===== config.mk =====
export PLATFORM = sky130hd
export DESIGN_NAME = lwlm_queue
export DESIGN_NICKNAME = d
export VERILOG_FILES = /design/src/hdl/lwlm_pkg.sv /design/src/hdl/lwlm_queue.sv
export SDC_FILE = /design/constraint.sdc
export NUM_CORES = 1
export LEC_CHECK = 0
export BUFFER_PORTS_ARGS = -buffer_cell sky130_fd_sc_hd__clkbuf_2
export CAP_MARGIN = 20
export CELL_PAD_IN_SITES_DETAIL_PLACEMENT = 0
export CELL_PAD_IN_SITES_GLOBAL_PLACEMENT = 1
export CORE_MARGIN = 3
export CORE_UTILIZATION = 40
export CTS_BUF_LIST = sky130_fd_sc_hd__clkbuf_8
export CTS_CLUSTER_SIZE = 20
export DETAILED_ROUTE_END_ITERATION = 10
export PLACE_DENSITY_LB_ADDON = 0.05
export SYNTH_ARGS = -nofsm -noshare
export SYNTH_HDL_FRONTEND = slang
export SYNTH_SLANG_ARGS = --single-unit

===== constraint.sdc =====
create_clock -name clk -period 26.9 [get_ports clk]
set_clock_uncertainty 0.05 [all_clocks]
set_input_delay 5.38 -clock clk [delete_from_list [all_inputs] [get_ports clk]]
set_output_delay 5.38 -clock clk [all_outputs]
set_load 0.1 [all_outputs]

===== src/hdl/lwlm_pkg.sv =====
// Package with constants, types and the lock type classifier of the lock wait latency monitor.
package lwlm_pkg;

  localparam int NUM_CPUS = 8;
  localparam int PENDING_SLOTS = 64;
  localparam int NUM_TYPES = 9;
  localparam int CPU_W = 3;
  localparam int CPU_IDX_W = (NUM_CPUS > 1) ? $clog2(NUM_CPUS) : 1;
  localparam int SLOT_W = (PENDING_SLOTS > 1) ? $clog2(PENDING_SLOTS) : 1;
  localparam int QUEUE_DEPTH = 2;

  localparam logic [1:0] KIND_BEGIN = 2'd0;
  localparam logic [1:0] KIND_END = 2'd1;
  localparam logic [1:0] KIND_READ = 2'd2;
  localparam logic [1:0] KIND_UNUSED = 2'd3;

  localparam logic [2:0] ST_BEGUN = 3'd0;
  localparam logic [2:0] ST_NESTED = 3'd1;
  localparam logic [2:0] ST_FULL = 3'd2;
  localparam logic [2:0] ST_ENDED = 3'd3;
  localparam logic [2:0] ST_NOMATCH = 3'd4;
  localparam logic [2:0] ST_NEGATIVE = 3'd5;
  localparam logic [2:0] ST_READ = 3'd6;

  localparam logic [3:0] LT_PCPU_SPIN = 4'd0;
  localparam logic [3:0] LT_RW_READ = 4'd1;
  localparam logic [3:0] LT_RW_WRITE = 4'd2;
  localparam logic [3:0] LT_SPIN = 4'd3;
  localparam logic [3:0] LT_MUTEX = 4'd4;
  localparam logic [3:0] LT_RT_MUTEX = 4'd5;
  localparam logic [3:0] LT_RWSEM_READ = 4'd6;
  localparam logic [3:0] LT_RWSEM_WRITE = 4'd7;
  localparam logic [3:0] LT_OTHER = 4'd8;

  localparam int FLAG_SPIN = 0;
  localparam int FLAG_READ = 1;
  localparam int FLAG_WRITE = 2;
  localparam int FLAG_RT = 3;
  localparam int FLAG_PERCPU = 4;
  localparam int FLAG_MUTEX = 5;

  // Front to back command: a classified event with the lookup already done.
  typedef enum logic [2:0] {
    OP_REPLY,     // status only, nothing changes
    OP_CPU_BEGIN,
    OP_THR_BEGIN,
    OP_CPU_END,
    OP_THR_END,
    OP_READ
  } op_t;

  typedef struct packed {
    op_t                 op;
    logic [2:0]          status;
    logic [CPU_IDX_W-1:0] cpu;
    logic [SLOT_W-1:0]   slot;
    logic [31:0]         thread_id;
    logic [63:0]         lock_address;
    logic [31:0]         lock_flags;
    logic [63:0]         now_ns;
    logic [3:0]          type_select;
  } cmd_t;

  function automatic logic [3:0] type_of(input logic [31:0] f);
    logic [3:0] t;
    if (f[FLAG_SPIN]) begin
      if (f[FLAG_PERCPU]) t = LT_PCPU_SPIN;
      else if (f[FLAG_READ]) t = LT_RW_READ;
      else if (f[FLAG_WRITE]) t = LT_RW_WRITE;
      else t = LT_SPIN;
    end else if (f[FLAG_MUTEX]) t = LT_MUTEX;
    else if (f[FLAG_RT]) t = LT_RT_MUTEX;
    else if (f[FLAG_READ]) t = LT_RWSEM_READ;
    else if (f[FLAG_WRITE]) t = LT_RWSEM_WRITE;
    else if (f == 32'd0) t = LT_MUTEX;
    else t = LT_OTHER;
    return t;
  endfunction

endpackage


===== src/hdl/lwlm_queue.sv =====
// Two-entry command queue between the front and back ends.
module lwlm_queue import lwlm_pkg::*; (
  input  logic clk,
  input  logic rst,
  input  logic in_valid,
  input  cmd_t in_cmd,
  output logic full,
  output logic out_valid,
  input  logic out_ready,
  output cmd_t out_cmd
);

  cmd_t mem [QUEUE_DEPTH];
  logic wr_ptr, rd_ptr;
  logic [1:0] fill;
  logic push, pop;

  assign out_valid = fill != 2'd0;
  assign out_cmd = mem[rd_ptr];
  assign pop = out_valid && out_ready;
  assign push = in_valid;
  // One place is held back for the command that is still in the front's output register after the handshake.
  assign full = fill != 2'd0;

  always_ff @(posedge clk) begin
    if (rst) begin
      wr_ptr <= 1'b0;
      rd_ptr <= 1'b0;
      fill <= 2'd0;
    end else begin
      if (push) begin
        mem[wr_ptr] <= in_cmd;
        wr_ptr <= !wr_ptr;
      end
      if (pop) rd_ptr <= !rd_ptr;
      fill <= fill + 2'(push) - 2'(pop);
    end
  end

`ifndef SYNTHESIS
  a_no_overflow: assert property (@(posedge clk) disable iff (rst)
    !(fill == 2'd2 && push && !pop)) else $error("command queue overflow");
  a_no_underflow: assert property (@(posedge clk) disable iff (rst)
    fill == 2'd0 |-> !pop) else $error("command queue underflow");
  a_fill_range: assert property (@(posedge clk) disable iff (rst)
    fill != 2'd3) else $error("command queue fill out of range");
`endif

endmodule


==> metrics.md, run 1 <==
| Metric | Value |
|---|---|
| WL final | `about 36 mm` |
| Antenna violations before repair | `9` |
| Worst Hold End | `wr_ptr` |
| Die Wd | `203 microns` |
| Hold Crit Class | `reg -> reg` |
| Total GRT Usage | `between 10% and 20%` |
| Initial Utilization | `about two fifths` |
| Num ports | `428` |
| Clk sinks | `around 430` |
| Post-layout instance area | `about 19000 sq um` |
| Synth Instances | `between 600 and 700` |
| Hold Crit Start | `wr_ptr` |
| Die area | `~41000 sq um` |
| Residual DRC | `0` |
| Htree depth | `3` |
| Via count | `roughly 8000` |
| I/O Buffers | `roughly 430` |
| Slew Limit Fails | `0` |
| Final setup violating endpoints | `0` |
| RSZ-0062 raised after global routing | `false` |
| # resized after CTS | `0` |
| Die H | `203 microns` |
| Bufs on Longest Clock Path | `3` |
| CTS clk-pin slew, worst paths | `~0.060 ns` |
| Tcrit/Tclk final | `32.5%` |
| Final nets | `1379` |
| Final Hold Vio Count | `0` |
| DPL Wire Length | `23.5 mm` |
| Clock Tree Root | `clkbuf_8` |
| Pwr Density | `102 nW/um^2` |
| Syn Area/Cell | `around 23 sq um` |
| Maxcap violations | `0` |
| Data required, critical path | `around 21 ns` |
| CTS buffer count | `70` |
| First-pass GRT wire length | `51.5 mm` |
| Starting DRT DRC Count | `449` |
| Final ANT Viol Nets | `0` |
| Critical R2R Launch | `wr_ptr` |
| Vias in the first global route | `around 8600` |
| CORE AREA | `about 38000 sq um` |
| Crit Path Class | `reg -> out` |
| Outcome | `finished clean` |
| Share of cells above drive strength 1 | `60.4%` |
| Min Tclk post-route | `roughly 8.7 ns` |
| Arrival time worst endpoint | `approximately 3.3 ns` |
| Setup_tns | `0 ns` |
| Synthesis-stage register bit count | `approximately 430` |
| Cts hold-fix bufs | `0` |
| Hold path depth | `2` |
| First-pass DRT Iterations | `4` |
| Site Rows | `between 70 and 80` |
| WL/cell | `between 20 and 25 microns` |
| Largest stage delay on the critical path | `around 0.76 ns` |
| Total grt overflow | `0` |
| Cell area after synthesis | `15500 sq um` |
| CP Launch Type | `flip-flop` |
| RR Endpoint | `mem[1][122]` |
| CP max-delay cell | `buf_4` |
| P&R area growth vs syn | `24.7%` |
| CP max FO | `66` |
| Rel. slew slack | `between 30 and 40%` |
| Design Power | `about 2.0 mW` |
| R2R cell count | `3` |
| Slew @ Worst Pin | `0.988 ns` |
| Placer Congestion | `about 0.76` |
| Critical path cell sequence | `buf_12 > buf_4 > mux2_2 > clkbuf_2` |
| Fmax | `114 MHz` |
| R2R Setup Slk | `24.02 ns` |
| Largest net degree at the start of global routing | `roughly 160` |
| Placed Area | `approximately 18000 sq um` |
| Seq/Total Area, Yosys | `between 80 and 90%` |
| Synth Warn # | `0` |
| VDD IR max | `~0.060 mV` |
| Postcts setup bufs | `0` |
| Syn nets | `around 900` |
| DR vias/cell | `roughly 4.7` |
| Worst skew pair latency | `around 0.58 ns` |
| Crit end category | `output pin` |
| CTS tree | `built` |
| Pleak | `7.28 nW` |
| Netlist cell types | `16` |
how the worst max path moves through the flow:
stage	to	slack, ns	cells after the start	start
floorplan	mem[0][0]	5.27	1	rst
global placement	out_cmd[2]	18.54	3	flip-flop
detailed placement	out_cmd[2]	18.57	3	flip-flop
CTS	out_cmd[4]	17.88	3	flip-flop
global route	out_cmd[2]	17.96	4	flip-flop
finish	out_cmd[4]	18.16	4	flip-flop
cell usage after synthesis:
cell	number	area (sq um)
xnor3_1	1	22.5
ha_1	2	25.0
nor3b_1	1	7.51
dfxtp_1	5	100
buf_4	1	7.51
buf_2	2	10.0
buf_6	21	236
nor2b_1	2	12.5
o21a_1	1	7.51
mux2_2	213	2400
and3b_1	1	8.76
inv_1	2	7.51
or2_2	1	6.26
nor2_1	3	11.3
edfxtp_1	422	12700
xnor2_1	1	8.76
critical path: cells and delay by family (launching register included):
kind / cells / cell delay, ns
buffers and inverters: 3 / 1.46
flip-flops: 1 / 0.70
multiplexers: 1 / 0.46
layer usage:
metal  GRT usage, %  routed length [microns]  part of all wire [%]  vias to the layer above
li1               -                        -                     -                     3699
met4           6.12                      925                   2.6                       10
met5              0                       80                  0.22                        -
met3           8.95                     3830                    11                       70
met2           27.8                    17700                    50                      307
met1           18.4                    13000                    37                     3963
metrics by stage:
step	setup slack (ns)	hold slack [ns]	instances	utilization, %
finish	18.16	0.511	1727	51.0
global route	17.96	0.597	1727	51.0
CTS	17.88	0.513	1722	50.9
detailed placement	18.57	0.505	1600	47.7
global placement	18.54	0.493	1600	47.7
floorplan	5.27	0.448	679	-
power breakdown:
group          total [mW]  internal, mW  leakage [nW]  switching (mW)
clock network       0.492         0.250         0.693           0.242
logic               0.717         0.133          2.67           0.584
registers           0.777         0.763          3.92          0.0134
total                1.99          1.15          7.28           0.839
layout by cell type, fill, tap and decap left out:
| cell type | netlist | layout |
|---|---|---|
| clkinv_1 | 0 | 18 |
| o21a_1 | 1 | 1 |
| and3b_4 | 0 | 1 |
| xnor3_1 | 1 | 1 |
| buf_4 | 1 | 6 |
| nor3b_2 | 0 | 1 |
| mux2_2 | 213 | 213 |
| clkbuf_8 | 0 | 73 |
| dfxtp_1 | 5 | 4 |
| diode_2 | 0 | 4 |
| nor2_1 | 3 | 3 |
| clkinvlp_4 | 0 | 4 |
| inv_1 | 2 | 26 |
| clkbuf_2 | 0 | 427 |
| ha_1 | 2 | 2 |
| edfxtp_1 | 422 | 422 |
| buf_12 | 0 | 2 |
| clkinv_2 | 0 | 3 |
| or2_2 | 1 | 1 |
| xnor2_1 | 1 | 1 |
| nor2b_1 | 2 | 2 |
| dfxtp_4 | 0 | 1 |
sequential cells by signal, summed over array words and instances, names as in the netlist, named ones only:
register / flops
rd_ptr: 1
fill: 2
mem: 422
wr_ptr: 1
logic make-up after synthesis:
| logic type | after synthesis | share of synthesized area, % |
|---|---|---|
| DFF | 427 | 82.2 |
| muxes | 213 | 15.4 |
| buffers and inverters | 26 | 1.68 |
| and+or+nand+nor | 8 | 0.298 |
| xor gates and xnor gates | 2 | 0.201 |
| adders and majority gates | 2 | 0.161 |
| AOI/OAI and AO/OA | 1 | 0.0483 |
layout make-up:
type | count | area, sq um
clock inverters | 49 | 203
well taps | 511 | 639
diodes | 4 | 10.0
repair buffers | 435 | 2220
flip-flops and latches | 427 | 12800
inverters | 2 | 7.51
multi-input cells | 226 | 2520
clock buffers | 73 | 1000
fillers | 3326 | 18600
Note: power is estimated with default switching activity, not from simulation.
==> run 2: changes to the inputs <==
--- a/config.mk
+++ b/config.mk
@@ -5,6 +5,7 @@
 export SDC_FILE = /design/constraint.sdc
 export NUM_CORES = 1
 export LEC_CHECK = 0
+export ABC_AREA = 1
 export BUFFER_PORTS_ARGS = -buffer_cell sky130_fd_sc_hd__clkbuf_2
 export CAP_MARGIN = 20
 export CELL_PAD_IN_SITES_DETAIL_PLACEMENT = 0
==> constraint.sdc (replaced) <==
create_clock -name clk -period 8.6 [get_ports clk]
set_clock_uncertainty 0.05 [all_clocks]
set_input_delay 1.72 -clock clk [delete_from_list [all_inputs] [get_ports clk]]
set_output_delay 1.72 -clock clk [all_outputs]
set_load 0.1 [all_outputs]
==> metrics.md, run 2 <==
| Metric | Value |
|---|---|
| Fmax | `slightly above 200 MHz` |
| Pwr Density | `315 nW/um^2 (+210%)` |
| CP max-delay cell | `dfxtp_4` |
| Bufs on Longest Clock Path | `3 (unchanged)` |
| Yosys top cell by area | `edfxtp_1` |
| Crit end category | `output pin` |
| Hold Crit Class | `reg -> reg` |
| Synth Instances | `693 (+2.1%)` |
| Maxcap violations | `0 (unchanged)` |
| Syn Area/Cell | `22.4 sq um (-2.0%)` |
| Clock Tree Root | `clkbuf_8` |
| Netlist cell types | `13 (-3)` |
| Die area | `41300 sq um (unchanged)` |
| I/O Buffers | `427 (unchanged)` |
| Synth Warn # | `0 (unchanged)` |
| Slew Limit Fails | `0 (unchanged)` |
| Count leader, synth | `edfxtp_1` |
| Arrival time worst endpoint | `3.20 ns (-0.11 ns)` |
| DR vias/cell | `4.67 (+0.18%)` |
| Antenna violations before repair | `10 (+1)` |
| Crit Path Class | `reg -> out` |
| RSZ-0062 raised after global routing | `false` |
| Worst skew pair latency | `0.58 ns (about the same)` |
| CTS tree | `built` |
| Clk sinks | `427 (unchanged)` |
| Largest register by flop count | `mem` |
| WL final | `35.8 mm (+0.52%)` |
| CTS buffer count | `73 (+4.3%)` |
| First-pass GRT wire length | `51.9 mm (+0.82%)` |
| Final Hold Vio Count | `0 (unchanged)` |
| Vias in the first global route | `8826 (+2.9%)` |
| Largest registers | `mem: 422 flops, fill: 2 flops` |
| Rel. slew slack | `33.9% (-0.17 points)` |
| Outcome | `finished clean` |
| Cell area after synthesis | `15500 sq um (unchanged)` |
| P&R area growth vs syn | `25.2%` |
| Critical path buffer and inverter count | `2 (-1)` |
| Slew @ Worst Pin | `0.991 ns (+0.00258 ns)` |
| Storage cell area | `12800 sq um (unchanged)` |
| Commonest non-fill, non-tap cell in the layout | `clkbuf_2` |
| Cts hold-fix bufs | `0 (unchanged)` |
| Post-layout instance area | `19500 sq um (+0.42%)` |
| Final setup violating endpoints | `0 (unchanged)` |
| Largest net degree at the start of global routing | `144 (-8.9%)` |
| Num ports | `428 (unchanged)` |
| Max reg flops | `422 (unchanged)` |
| DPL Wire Length | `24.0 mm (+1.9%)` |
| Area occupied by multi-input gates | `2500 sq um (-0.65%)` |
| Post-synth top cells | `edfxtp_1, mux2_2, buf_6` |
| CP Launch Type | `flip-flop` |
| Die H | `203 microns (unchanged)` |
| Initial Utilization | `40.9% (unchanged)` |
| Share of cells above drive strength 1 | `59.4% (-0.95 points)` |
| # resized after CTS | `0 (unchanged)` |
| Ys async rst share | `0% (unchanged)` |
| Synth top area share | `81.5% (unchanged)` |
| Seq/Total Area, Yosys | `82.2% (unchanged)` |
| Synthesis-stage register bit count | `427 (unchanged)` |
| Placed Area | `18200 sq um (+0.17%)` |
| Die Wd | `203 microns (unchanged)` |
| Data required, critical path | `6.83 ns (-14.64 ns)` |
| VDD IR max | `0.234 mV (+290%)` |
| Via count | `8152 (+1.3%)` |
| Placer Congestion | `0.760 (+0.53%)` |
| Final nets | `1396 (+1.2%)` |
| # fillers | `3386 (+1.8%)` |
| Top cells by area, synth | `edfxtp_1, mux2_2, buf_6` |
| Syn nets | `910 (+1.6%)` |
| Pleak | `7.38 nW (+1.4%)` |
| Critical path cell sequence | `buf_4 > mux2_2 > clkbuf_2` |
| Synth Flop Type | `edfxtp_1` |
| Total grt overflow | `0 (unchanged)` |
| Total GRT Usage | `17.0% (+0.15 points)` |
| Largest stage delay on the critical path | `0.88 ns (+0.12 ns)` |
| Min Tclk post-route | `roughly 5 ns` |
| Critical path's top delay family | `buffers and inverters` |
| Htree depth | `3 (unchanged)` |
| WL/cell | `20.5 microns (-0.57%)` |
| Setup_tns | `0 ns (unchanged)` |
| CTS clk-pin slew, worst paths | `0.05 ns (about the same)` |
| Site Rows | `71 (unchanged)` |
| Postcts setup bufs | `0 (unchanged)` |
| Final ANT Viol Nets | `0 (unchanged)` |
| Residual DRC | `0 (unchanged)` |
| CORE AREA | `38000 sq um (unchanged)` |
| First-pass DRT Iterations | `4 (unchanged)` |
| Tcrit/Tclk final | `57.8%` |
| Starting DRT DRC Count | `387 (-14%)` |
| CP max FO | `70 (+6.1%)` |
| Most frequent cells in the layout | `clkbuf_2, edfxtp_1, mux2_2` |
| EDFF count, synth | `422 (unchanged)` |
run 2: cell count changes after synthesis, moves of 2 or more:
cell,previous run,this run
a21oi_1,0,2
inv_1,2,9
mux2_2,213,211
nand2_1,0,7
nand3_1,0,2
nor2_1,3,8
nor2b_1,2,0
run 2: cell type report:
type                            count  area share (%)
Sequential cell                   427            65.6
Multi-Input combinational cell    233            12.9
Timing Repair Buffer              435            11.4
Clock buffer                       77            5.45
Tap cell                          511            3.29
Clock inverter                     47            1.09
Inverter                            9           0.174
Antenna cell                        7          0.0900
run 2: logic make-up after synthesis:
group,after synthesis,share of synthesized area (%)
adder cells (fa/ha/maj),2,0.161
AND/OR/NAND/NOR,18,0.459
buffers and inverters,33,1.85
AO/OA/AOI/OAI,2,0.0644
multiplexers,211,15.3
flip-flops,427,82.2
run 2: power breakdown:
| part | internal [mW] | total (mW) | switching, mW |
|---|---|---|---|
| logic | 0.389 | 2.13 | 1.74 |
| registers | 2.38 | 2.42 | 0.0490 |
| clock network | 0.847 | 1.59 | 0.743 |
run 2: path summary, 6_finish.rpt:
path	startpoint	endpoint	slack, ns	depth (start not counted)
worst max register to register	wr_ptr	mem[1][97]	5.91	4
worst min-delay path	wr_ptr	wr_ptr	0.42	2
worst min register to register	wr_ptr	wr_ptr	0.42	2
worst max-delay path	flip-flop	out_cmd[78]	3.63	3
run 2: per-stage QoR:
step           std cells  setup slack, ns  util, %  total power, mW  hold slack, ns
6_report            1746             3.63     51.2             6.14           0.418
2_1_floorplan        693            0.809        -             4.32           0.388
4_1_cts             1739             3.47     51.1             6.24           0.418
3_5_place_dp        1615             4.13     47.8             4.61           0.409
5_1_grt             1746             3.42     51.2             6.38           0.458
3_3_place_gp        1615             4.14     47.8             4.61           0.401
run 2: worst register-to-register path, delay by kind of cell (launching register included):
kind,cells,cell delay (ns)
simple gates,1,0.20
flops,1,0.32
buf+inv,3,1.71
run 2: per-layer routing:
metal / GRT usage, % / vias to the layer above / routed length [microns] / part of all wire, %
met4: 9.05 / 6 / 1430 / 4.0
met3: 7.49 / 84 / 3390 / 9.5
met5: 0 / - / 41 / 0.11
met2: 27.6 / 314 / 17500 / 49
met1: 18.8 / 3996 / 13400 / 37
li1: - / 3752 / - / -
